### config.mk
export PLATFORM = sky130hd
export DESIGN_NAME = base45_stream_decoder_top
export DESIGN_NICKNAME = d
export VERILOG_FILES = /design/src/b45_pkg.sv /design/src/b45_front.sv /design/src/b45_queue.sv /design/src/b45_back.sv /design/src/base45_stream_decoder_top.sv
export SDC_FILE = /design/constraint.sdc
export NUM_CORES = 1
export LEC_CHECK = 0
export BUFFER_PORTS_ARGS = -buffer_cell sky130_fd_sc_hd__buf_2
export CORE_MARGIN = 1
export CORE_UTILIZATION = 41
export DETAILED_ROUTE_END_ITERATION = 10
export PLACE_DENSITY = 0.6
export SLEW_MARGIN = 10
export SYNTH_ARGS = -nofsm -noshare
export SYNTH_HDL_FRONTEND = slang
export SYNTH_SLANG_ARGS = --single-unit
### constraint.sdc
create_clock -name clk -period 18 [get_ports clk]
set_input_delay 1.8 -clock clk [delete_from_list [all_inputs] [get_ports clk]]
set_output_delay 1.8 -clock clk [all_outputs]
set_load 0.005 [all_outputs]
### src/b45_pkg.sv
// b45_pkg: shared types, constants and the alphabet lookup for the base45 decoder
// no dependencies; imported by every module of the decoder
package b45_pkg;

    localparam int QUEUE_DEPTH = 4;

    localparam logic [5:0]  DIGIT_BAD    = 6'd63;
    localparam logic [15:0] CAPACITY_RST = 16'hFFFF;

    typedef struct packed {
        logic [7:0] char_code;
        logic       ends;
    } text_item_t;

    typedef struct packed {
        logic [7:0] octet;
        logic       error;
        logic       done_res;
    } result_item_t;

    // work passed from front to back
    typedef enum logic [1:0] {
        OP_ONE = 2'd0,   // final pair, one octet
        OP_TWO = 2'd1,   // full group, two octets high first
        OP_ERR = 2'd2    // refused text
    } op_t;

    typedef struct packed {
        op_t         op;
        logic [15:0] data;
        logic        last;
    } queue_entry_t;

    typedef struct packed {
        logic empty;
        logic full;
    } queue_status_t;

    // alphabet position of a byte code, DIGIT_BAD when not in the alphabet
    function automatic logic [5:0] digit_of(logic [7:0] c);
        logic [5:0] d;
        d = DIGIT_BAD;
        priority if (c >= 8'h30 && c <= 8'h39) d = 6'(c - 8'h30);
        else if (c >= 8'h41 && c <= 8'h5A)     d = 6'(c - 8'h41 + 8'd10);
        else if (c == 8'h20)                   d = 6'd36;
        else if (c == 8'h24)                   d = 6'd37;
        else if (c == 8'h25)                   d = 6'd38;
        else if (c == 8'h2A)                   d = 6'd39;
        else if (c == 8'h2B)                   d = 6'd40;
        else if (c == 8'h2D)                   d = 6'd41;
        else if (c == 8'h2E)                   d = 6'd42;
        else if (c == 8'h2F)                   d = 6'd43;
        else if (c == 8'h3A)                   d = 6'd44;
        else                                   d = DIGIT_BAD;
        return d;
    endfunction

endpackage

### src/b45_front.sv
// b45_front: accepts characters, tracks group state, checks limits, queues work
// depends on b45_pkg
module b45_front (
    input  logic                clk,
    input  logic                rst_n,
    input  logic                accept,
    input  b45_pkg::text_item_t item,
    input  logic                cfg_wr_en,
    input  logic [15:0]         cfg_wr_data,
    output logic                push,
    output b45_pkg::queue_entry_t push_entry
);
    import b45_pkg::*;

    logic [15:0] capacity_reg;
    logic [1:0]  pos_reg, pos_next;
    logic [5:0]  first_reg, first_next;
    logic [5:0]  second_reg, second_next;
    logic [15:0] emitted_reg, emitted_next;
    logic        discard_reg, discard_next;

    logic [5:0]  d;
    logic [11:0] pair_val;
    logic [16:0] group_val;
    logic [16:0] need_one, need_two;
    logic        clear_text;

    assign d         = digit_of(item.char_code);
    assign pair_val  = {6'd0, first_reg} + 12'(d) * 12'd45;
    assign group_val = {11'd0, first_reg} + 17'(second_reg) * 17'd45 + 17'(d) * 17'd2025;
    assign need_one  = {1'b0, emitted_reg} + 17'd1;
    assign need_two  = {1'b0, emitted_reg} + 17'd2;

    always_comb
    begin
        pos_next     = pos_reg;
        first_next   = first_reg;
        second_next  = second_reg;
        emitted_next = emitted_reg;
        discard_next = discard_reg;
        clear_text   = 1'b0;
        push         = 1'b0;
        push_entry   = '{op: OP_ERR, data: 16'd0, last: 1'b1};
        if (accept)
        begin
            priority if (discard_reg)
            begin
                clear_text = item.ends;
            end
            else if (d == DIGIT_BAD)
            begin
                push         = 1'b1;
                clear_text   = item.ends;
                discard_next = ~item.ends;
            end
            else if (pos_reg == 2'd0)
            begin
                if (item.ends)
                begin
                    push       = 1'b1;
                    clear_text = 1'b1;
                end
                else
                begin
                    first_next = d;
                    pos_next   = 2'd1;
                end
            end
            else if (pos_reg == 2'd1)
            begin
                if (!item.ends)
                begin
                    second_next = d;
                    pos_next    = 2'd2;
                end
                else
                begin
                    push       = 1'b1;
                    clear_text = 1'b1;
                    if (pair_val <= 12'd255 && need_one <= {1'b0, capacity_reg})
                        push_entry = '{op: OP_ONE, data: {4'd0, pair_val}, last: 1'b1};
                end
            end
            else
            begin
                push = 1'b1;
                if (group_val > 17'h0FFFF || need_two > {1'b0, capacity_reg})
                begin
                    clear_text   = item.ends;
                    discard_next = ~item.ends;
                end
                else
                begin
                    push_entry = '{op: OP_TWO, data: group_val[15:0], last: item.ends};
                    clear_text = item.ends;
                    if (!item.ends)
                    begin
                        emitted_next = need_two[15:0];
                        pos_next     = 2'd0;
                        first_next   = 6'd0;
                        second_next  = 6'd0;
                    end
                end
            end
            if (clear_text)
            begin
                pos_next     = 2'd0;
                first_next   = 6'd0;
                second_next  = 6'd0;
                emitted_next = 16'd0;
                discard_next = 1'b0;
            end
        end
    end

    always_ff @(posedge clk or negedge rst_n)
    begin
        if (!rst_n)
        begin
            capacity_reg <= CAPACITY_RST;
            pos_reg      <= 2'd0;
            first_reg    <= 6'd0;
            second_reg   <= 6'd0;
            emitted_reg  <= 16'd0;
            discard_reg  <= 1'b0;
        end
        else
        begin
            if (cfg_wr_en)
                capacity_reg <= cfg_wr_data;
            pos_reg     <= pos_next;
            first_reg   <= first_next;
            second_reg  <= second_next;
            emitted_reg <= emitted_next;
            discard_reg <= discard_next;
        end
    end

endmodule

### src/b45_queue.sv
// b45_queue: short fifo of decode work between front and back
// depends on b45_pkg
module b45_queue #(
    parameter int DEPTH = b45_pkg::QUEUE_DEPTH
) (
    input  logic                  clk,
    input  logic                  rst_n,
    input  logic                  push,
    input  b45_pkg::queue_entry_t push_entry,
    input  logic                  pop,
    output b45_pkg::queue_entry_t head_entry,
    output b45_pkg::queue_status_t status
);
    import b45_pkg::*;

    localparam int PTR_W = (DEPTH > 1) ? $clog2(DEPTH) : 1;
    localparam int CNT_W = $clog2(DEPTH + 1);

    queue_entry_t     entries_reg [DEPTH];
    logic [PTR_W-1:0] wr_ptr_reg, rd_ptr_reg;
    logic [CNT_W-1:0] count_reg, count_next;

    assign status.empty = (count_reg == CNT_W'(0));
    assign status.full  = (count_reg == CNT_W'(DEPTH));
    assign head_entry   = entries_reg[rd_ptr_reg];

    always_comb
    begin
        count_next = count_reg;
        if (push && !pop)
            count_next = count_reg + CNT_W'(1);
        else if (pop && !push)
            count_next = count_reg - CNT_W'(1);
    end

    always_ff @(posedge clk)
    begin
        if (push)
            entries_reg[wr_ptr_reg] <= push_entry;
    end

    always_ff @(posedge clk or negedge rst_n)
    begin
        if (!rst_n)
        begin
            wr_ptr_reg <= '0;
            rd_ptr_reg <= '0;
            count_reg  <= '0;
        end
        else
        begin
            if (push)
                wr_ptr_reg <= (wr_ptr_reg == PTR_W'(DEPTH - 1)) ? '0 : wr_ptr_reg + PTR_W'(1);
            if (pop)
                rd_ptr_reg <= (rd_ptr_reg == PTR_W'(DEPTH - 1)) ? '0 : rd_ptr_reg + PTR_W'(1);
            count_reg <= count_next;
        end
    end

    // occupancy bookkeeping
    a_count_bound: assert property (@(posedge clk) disable iff (!rst_n)
        count_reg <= CNT_W'(DEPTH))
        else $error("queue count past depth");
    a_no_overflow: assert property (@(posedge clk) disable iff (!rst_n)
        !(push && status.full && !pop))
        else $error("push into full queue");
    a_no_underflow: assert property (@(posedge clk) disable iff (!rst_n)
        !(pop && status.empty))
        else $error("pop from empty queue");
    a_count_track: assert property (@(posedge clk) disable iff (!rst_n)
        (push && !pop) |=> count_reg == $past(count_reg) + CNT_W'(1))
        else $error("count missed a push");

endmodule

### src/b45_back.sv
// b45_back: turns queued work into octet transactions through an output register
// depends on b45_pkg
module b45_back (
    input  logic                   clk,
    input  logic                   rst_n,
    input  b45_pkg::queue_entry_t  head_entry,
    input  b45_pkg::queue_status_t status,
    output logic                   pop,
    input  logic                   result_stall,
    output logic                   result_valid,
    output b45_pkg::result_item_t  result_item
);
    import b45_pkg::*;

    logic         valid_reg, valid_next;
    logic         half_reg, half_next;
    result_item_t item_reg, item_next;
    logic         load;

    assign load         = !valid_reg || !result_stall;
    assign result_valid = valid_reg;
    assign result_item  = item_reg;

    always_comb
    begin
        valid_next = valid_reg;
        half_next  = half_reg;
        item_next  = item_reg;
        pop        = 1'b0;
        if (load)
        begin
            valid_next = !status.empty;
            if (!status.empty)
            begin
                unique case (head_entry.op)
                    OP_ONE:
                    begin
                        item_next = '{octet: head_entry.data[7:0], error: 1'b0, done_res: 1'b1};
                        pop       = 1'b1;
                    end
                    OP_TWO:
                    begin
                        if (!half_reg)
                        begin
                            item_next = '{octet: head_entry.data[15:8], error: 1'b0,
                                          done_res: 1'b0};
                            half_next = 1'b1;
                        end
                        else
                        begin
                            item_next = '{octet: head_entry.data[7:0], error: 1'b0,
                                          done_res: head_entry.last};
                            half_next = 1'b0;
                            pop       = 1'b1;
                        end
                    end
                    default:
                    begin
                        item_next = '{octet: 8'd0, error: 1'b1, done_res: 1'b1};
                        pop       = 1'b1;
                    end
                endcase
            end
        end
    end

    always_ff @(posedge clk or negedge rst_n)
    begin
        if (!rst_n)
        begin
            valid_reg <= 1'b0;
            half_reg  <= 1'b0;
        end
        else
        begin
            valid_reg <= valid_next;
            half_reg  <= half_next;
        end
    end

    always_ff @(posedge clk)
    begin
        item_reg <= item_next;
    end

endmodule

### src/base45_stream_decoder_top.sv
// base45_stream_decoder_top: base45 text decoder, front / queue / back
// depends on b45_pkg, b45_front, b45_queue, b45_back
//
//  channel   direction  handshake                 payload
//  text      in         text_valid / text_stall   text_item_t   (char_code, ends)
//  result    out        result_valid / result_stall result_item_t (octet, error, done_res)
//  cfg       in         cfg_wr_en                 cfg_wr_data   (capacity_octets)
//
// one character transaction per cycle while text_stall is low; a group of three gives two octets
// from character to octet: queue write then output register
// text_stall rises only while the work queue is full, set by back-side stalls
// rst_n clears text state, queue and output; capacity returns to 65535
// a stalled result holds in the output register while the front keeps filling the queue
module base45_stream_decoder_top #(
    parameter int QUEUE_DEPTH = b45_pkg::QUEUE_DEPTH
) (
    input  logic                  clk,
    input  logic                  rst_n,
    input  logic                  text_valid,
    output logic                  text_stall,
    input  b45_pkg::text_item_t   text_item,
    output logic                  result_valid,
    input  logic                  result_stall,
    output b45_pkg::result_item_t result_item,
    input  logic                  cfg_wr_en,
    input  logic [15:0]           cfg_wr_data
);
    import b45_pkg::*;

    logic          accept;
    logic          push, pop;
    queue_entry_t  push_entry, head_entry;
    queue_status_t status;

    // front takes a character whenever the queue has room
    assign text_stall = status.full;
    assign accept     = text_valid && !text_stall;

    b45_front u_front (
        .clk         (clk),
        .rst_n       (rst_n),
        .accept      (accept),
        .item        (text_item),
        .cfg_wr_en   (cfg_wr_en),
        .cfg_wr_data (cfg_wr_data),
        .push        (push),
        .push_entry  (push_entry)
    );

    // decouples character intake from octet delivery
    b45_queue #(
        .DEPTH (QUEUE_DEPTH)
    ) u_queue (
        .clk        (clk),
        .rst_n      (rst_n),
        .push       (push),
        .push_entry (push_entry),
        .pop        (pop),
        .head_entry (head_entry),
        .status     (status)
    );

    b45_back u_back (
        .clk          (clk),
        .rst_n        (rst_n),
        .head_entry   (head_entry),
        .status       (status),
        .pop          (pop),
        .result_stall (result_stall),
        .result_valid (result_valid),
        .result_item  (result_item)
    );

endmodule

==> impl_metrics.ini, run 1 <==
[detailed_routing]
postRouteWirelength_um = 23210
routedWlPerCell_um = 16.46
detail_route.iter0.violations = 455
route.vias.total = 7503
ant_nets = 0
number_of_search_and_repair_iterations_in_the_first_detailed_routing_pass = 10
avgViaCountPerCell = 5.321
post-route-drc-count = 3

[critical_path]
slowest_cell_on_crit_path = nor2_1
critPathLaunchType = input port
cp_slowest_stage_delay_ns = 0.90
path_class = input port to flop
worstPathCellList = buf_2 -> inv_1 -> ha_1 -> nor4_1 -> or3_4 -> o22a_1 -> inv_1 -> fa_1 -> fa_1 -> fa_1 -> inv_1 -> fa_1 -> inv_1 -> ha_1 -> and2_1 -> nand3_1 -> o21bai_1 -> o31ai_1 -> xnor2_1 -> nor2_1 -> nand2_1 -> nor3_1
data_required_time_at_the_worst_endpoint_ns = 18.18
critical_path_arrival_ns = 9.63
path_max_fanout = 15
critPathCaptureType = flop

[synth]
synth_cells = 1035
dominantRegCellSynth = edfxtp_1
syn_avg_cell_area_sq_um = 10.62
ys_seq_area_share_pct = 36.18
synth_warnings = 0
post-synth-top-count-cell = ha_1
synthTopCellsByArea = edfxtp_1 23%, ha_1 18%, dfrtp_1 8.9%
yosys-top-cells-count = 154 x ha_1, 137 x inv_1, 86 x edfxtp_1
synth_top_cell_area_share_pct = 23.48
synth_edf_count = 86
synth.lib_cells_used.distinct = 77
syn_nets = 1262
netlist.top_cell.by_area = edfxtp_1
synthesis.area_sq_um = 11000
ys_ff_latch = 141
ys_async_sr_fraction_pct = 39.01

[die]
floorplan.die_area_sq_um = 27480
floorplan.io_pins = 42
floorplan.rows = 59
placeableCoreArea_sq_um = 26210
start_util_pct = 41.96
dieHeight_um = 165.8
chipWidth_um = 165.8

[clock_network]
ctsHoldBuffers = 0
clockBufferDepth = 2
ctsResizeCount = 0
cts.repair_timing.setup_buffer_count = 0
cts_htree_levels = 4
cts_tree = yes
clkTransAtPathRegs_ns = 0.06
number_of_buffers_created_by_cts = 17
tritoncts_sinks = 141
clock-root-buffer = clkbuf_16
worstSkewPairLatency_ns = 0.43

[place]
dp_worst_setup_slack_ns = 8.220
buffer_ports.inserted = 41
place_hpwl_um = 17880
gp_congestion = 0.8660

[global_route]
grt_start_max_net_pins = 56
global_route_wire_length_before_repair_um = 38810
antenna_violations_before_repair = 0
first_global_vias = 7510
grtUsageTotal_pct = 17.73
globalRoute.totalOverflow = 0

[sta]
finalClockSkew_ns = 0.01976
worst-slew-pin-transition_ns = 1.097
fin_setup_tns_ns = 0
grt_setup_unrepaired = false
final_min_period_over_clock_period_pct = 52.55
max_clock_freq_mhz = 105.7
timing.final.hold_violations = 0
setup_ws_ns = 8.541
timing.final.setup_violations = 0
finalWorstPathRequiredPeriod_ns = 9.459
relSlewSlack_pct = 26.57
final-max-slew-violation-count = 0

[power_and_ir_drop]
p_switching_w = 0.001080
power.internal_w = 0.001289
static-leakage-power_nw = 5.460
clock_power_share_pct = 15.0
power.density_nw_per_um2 = 195.7
pwr-share-comb_pct = 63.4
vdd.ir_drop.worst_uv = 106.5
netSwitchingFraction_pct = 45.59
share_seq_of_total_power_pct = 21.5

[finish]
nets = 1289
drive_above_1_share_pct = 12.19
syn2layout_area_growth_pct = 10.05
largest_register_ffs = 76
antenna_cells_inserted = 0

[job]
max-cap-violations = 0

[min_path]
hold_class = flop to flop

[status]
outcome = finished, violations left
violations_in_the_final_reports = design-rule violations
cells in the final DEF, fill, tap and decap left out, types with 5 or more instances in the layout:
cell       Yosys  layout
a31oi_1        7       7
nor3b_1        7       7
a221o_1        5       5
nor2_1        47      47
o21ai_0       46      46
xnor2_1       22      22
a21o_1        16      16
nor2b_1        8       8
nand2_1       82      82
clkbuf_16      0      17
a211oi_1      14      14
o31ai_1        5       5
dfrtp_1       39      39
nand3_1       18      18
fa_1          43      43
inv_8          0       6
o21a_1         9       9
xor2_1        15      15
buf_2          2      41
a22o_1        16      16
nand4_1        6       6
edfxtp_1      86      86
and2_1         7       7
o21bai_1       5       5
mux2i_1        9       9
dfstp_2       16      16
nor3_1        17      17
a21boi_0       5       5
mux4_2        19      19
a221oi_1       5       5
and3_1         8       8
inv_1        137     137
ha_1         154     154
o221ai_1       7       7
nand2b_1      11      11
a21oi_1       40      40
kinds of logic (layout without fill, tap and decap cells):
family | count (synthesis) | after routing | share of synthesized area, %
mux | 32 | 32 | 5.120
buf+inv | 178 | 218 | 6.167
compound gates | 220 | 220 | 14.17
fa+ha+maj | 197 | 197 | 25.35
flops | 141 | 141 | 36.18
simple gates | 230 | 230 | 10.07
xor+xnor | 37 | 37 | 2.947
power groups by stage:
| stage | registers [W] | clock network [W] | logic [W] |
|---|---|---|---|
| floorplan | 0.000486 | 0 | 0.00116 |
| global placement | 0.000516 | 0 | 0.00150 |
| detailed placement | 0.000517 | 0 | 0.00149 |
| CTS | 0.000511 | 0.000363 | 0.00151 |
| global route | 0.000520 | 0.000376 | 0.00171 |
| finish | 0.000510 | 0.000356 | 0.00150 |
cell type report:
type,count,area [sq um]
Clock buffer,17,425.4
Clock inverter,15,173.9
Fill cell,2367,14100
Inverter,141,529.3
Multi-Input combinational cell,716,6340
Sequential cell,141,3979
Tap cell,335,419.2
Timing Repair Buffer,45,235.2
final timing paths:
path	start	endpoint	slack, ns	depth (start not counted)
max	text_item[2]	u_queue.entries_reg[3][16]	8.54	22
min	u_queue.count_reg[2]	u_queue.count_reg[2]	0.49	1
min in group asynchronous	rst_n	u_queue.rd_ptr_reg[1]	1.51	2
min reg2reg	u_queue.count_reg[2]	u_queue.count_reg[2]	0.49	1
max in group asynchronous	rst_n	u_front.first_reg[2]	15.98	2
max reg2reg	u_front.second_reg[4]	u_queue.entries_reg[3][16]	9.99	24
critical path: cells and delay by family:
family	cells	cell delay, ns
adder cells (fa/ha/maj)	6	2.85
AO/OA/AOI/OAI	3	1.02
AND/OR/NAND/NOR	7	3.14
buffers and inverters	5	0.50
XOR/XNOR	1	0.29
metrics by stage:
stage,utilization [%],total power [W],instance area (sq um),hold WS (ns),cells
6_report,46.18,0.002369,12100,0.4902,1410
2_1_floorplan,-,0.001647,11000,0.4560,1035
3_5_place_dp,43.89,0.002009,11500,0.4824,1378
5_1_grt,46.18,0.002610,12100,0.5108,1410
3_3_place_gp,43.89,0.002017,11500,0.4732,1378
4_1_cts,46.18,0.002381,12100,0.4925,1410
metal layers:
metal	GRT usage (%)	up-vias	share of wire, %
li1	-	3745	-
met1	24.38	3616	49
met2	29.59	122	48
met3	2.359	20	2.6
met4	4.510	0	1.2
met5	0	-	0
Note: power is estimated with default switching activity, not from simulation.
==> inputs of run 2 (changes only) <==
Settings changed: PLACE_DENSITY 0.6 to 0.62.
Clock period 18 ns to 7.92 ns, I/O delays scaled along.
==> run 2 against run 1 <==
Against the previous run: the flow still finishes with violations (design-rule violations); non-clock buffer count up 8; clock-buffer cell count up 2; sequential power up 130%; flip-flop and latch count unchanged; sequential share of layout area down 0.071 points; largest cell class unchanged; largest power group unchanged.
==> impl_metrics.ini, run 2 (synthesis gave the netlist of run 1 again) <==
[status]
outcome = finished, violations left
violations_in_the_final_reports = design-rule violations

[global_route]
grtUsageTotal_pct = 17.83
grt.met1_usage_pct = 25.44
globalRoute.totalOverflow = 0
globalRoute.busiestLayer = met2
global_route_wire_length_before_repair_um = 39510
first_global_vias = 7522
antenna_violations_before_repair = 0
grt.met3_usage_pct = 2.431
grt_start_max_net_pins = 56
grt.met2_usage_pct = 29.05

[critical_path]
critical_register_to_register_path_startpoint = u_front.second_reg[4]
data_required_time_at_the_worst_endpoint_ns = 8.05
path_max_fanout = 7
path_class = input port to flop
critPathCaptureType = flop
rrSetupSlack_ns = 0.77
crit_start = text_item[2]
critical_path_arrival_ns = 7.61
critPathLaunchType = input port

[detailed_routing]
route.vias.total = 7603
post-route-drc-count = 10
ant_nets = 0
number_of_search_and_repair_iterations_in_the_first_detailed_routing_pass = 8
detail_route.iter0.violations = 494
avgViaCountPerCell = 5.362
routedWlPerCell_um = 16.54
postRouteWirelength_um = 23460

[finish]
largest_register_ffs = 76
syn2layout_area_growth_pct = 10.29
drive_above_1_share_pct = 12.65
antenna_cells_inserted = 0
nets = 1297
most_frequent_standard_cell_in_the_layout_excluding_fill_and_tap_cells = ha_1
most-common-layout-cells = 154 x ha_1, 137 x inv_1, 86 x edfxtp_1

[die]
placeableCoreArea_sq_um = 26210
chipWidth_um = 165.8
dieHeight_um = 165.8
floorplan.die_area_sq_um = 27480
start_util_pct = 41.96
floorplan.io_pins = 42
floorplan.rows = 59

[sta]
max_clock_freq_mhz = 133.6
timing.final.hold_violations = 0
finalClockSkew_ns = 0.01797
final_min_period_over_clock_period_pct = 94.49
timing.final.setup_violations = 0
fin_setup_tns_ns = 0
grt_setup_unrepaired = false
worst-slew-pin-transition_ns = 1.084
setup_ws_ns = 0.4361
relSlewSlack_pct = 27.75
finalWorstPathRequiredPeriod_ns = 7.484
final-max-slew-violation-count = 0

[clock_network]
clockBufferDepth = 2
clock-root-buffer = clkbuf_16
ctsHoldBuffers = 0
ctsResizeCount = 0
cts_tree = yes
clkTransAtPathRegs_ns = 0.07
number_of_buffers_created_by_cts = 17
cts_htree_levels = 4
worstSkewPairLatency_ns = 0.42
cts.repair_timing.setup_buffer_count = 0
tritoncts_sinks = 141

[place]
place_hpwl_um = 18040
gp_congestion = 0.8570
buffer_ports.inserted = 41
dp_worst_setup_slack_ns = 0.1296

[power_and_ir_drop]
power.density_nw_per_um2 = 441.7
static-leakage-power_nw = 5.466
vdd.ir_drop.worst_uv = 327.9

[min_path]
worstHoldStart = u_queue.count_reg[2]
hold_class = flop to flop

[job]
max-cap-violations = 0
-- run 2: cell count changes in the layout (fill, tap and decap cells not counted), sizes merged --
cell,change
clkbuf,+2
buf,+8
inv,-4
clkinv,-1
clkinvlp,+3
-- run 2: stage by stage --
stage / cells / instance area [sq um] / hold slack [ns] / power, W / utilization [%]
6_report: 1418 / 12130 / 0.4816 / 0.005356 / 46.28
4_1_cts: 1418 / 12130 / 0.4852 / 0.005377 / 46.28
3_3_place_gp: 1386 / 11560 / 0.4710 / 0.004550 / 44.12
5_1_grt: 1418 / 12130 / 0.5224 / 0.005905 / 46.28
3_5_place_dp: 1386 / 11560 / 0.4712 / 0.004565 / 44.12
2_1_floorplan: 1035 / 11000 / 0.4560 / 0.003742 / -
-- run 2: path summary, 6_finish.rpt --
check / to / depth (start not counted)
worst max register to register: u_queue.entries_reg[0][7] / 25
min in group asynchronous: u_back.half_reg / 2
max in group asynchronous: u_front.second_reg[2] / 2
worst min-delay path: u_queue.count_reg[2] / 1
worst min register to register: u_queue.count_reg[2] / 1
worst max-delay path: u_queue.entries_reg[0][7] / 23
-- run 2: area by class of cell --
class | instances | area [sq um]
repair buffers | 53 | 295.3
clock inverters | 13 | 132.6
flip-flops and latches | 141 | 3979
fillers | 2417 | 14080
inverters | 141 | 529.3
clock buffers | 19 | 432.9
well taps | 335 | 419.2
multi-input cells | 716 | 6340
-- run 2: layer usage --
metal  part of all wire [%]  up-vias
li1                       -     3759
met1                     49     3676
met2                     46      158
met3                    3.7       10
met4                   0.58        0
met5                      0        -
-- run 2: critical path: stages --
cell and delay [ns]:
buf_2 0.14, inv_1 0.09, ha_1 0.26, nor4_1 0.58, nor3_1 0.13, a311o_1 0.35
a22o_1 0.32, fa_1 0.70, fa_1 0.49, fa_1 0.54, inv_1 0.05, fa_1 0.52
inv_1 0.04, ha_1 0.34, and2_1 0.20, a221oi_1 0.44, o22a_1 0.23, o31ai_1 0.10
xnor2_1 0.16, buf_4 0.18, nor2_1 0.28, nand2_1 0.08, a221oi_1 0.57
-- run 2: power by group --
group / switching (W) / internal [W] / total [W]
Combinational: 0.00192 / 0.00148 / 0.00340
Clock: 0.000341 / 0.000440 / 0.000781
Sequential: 0.000177 / 0.00100 / 0.00118
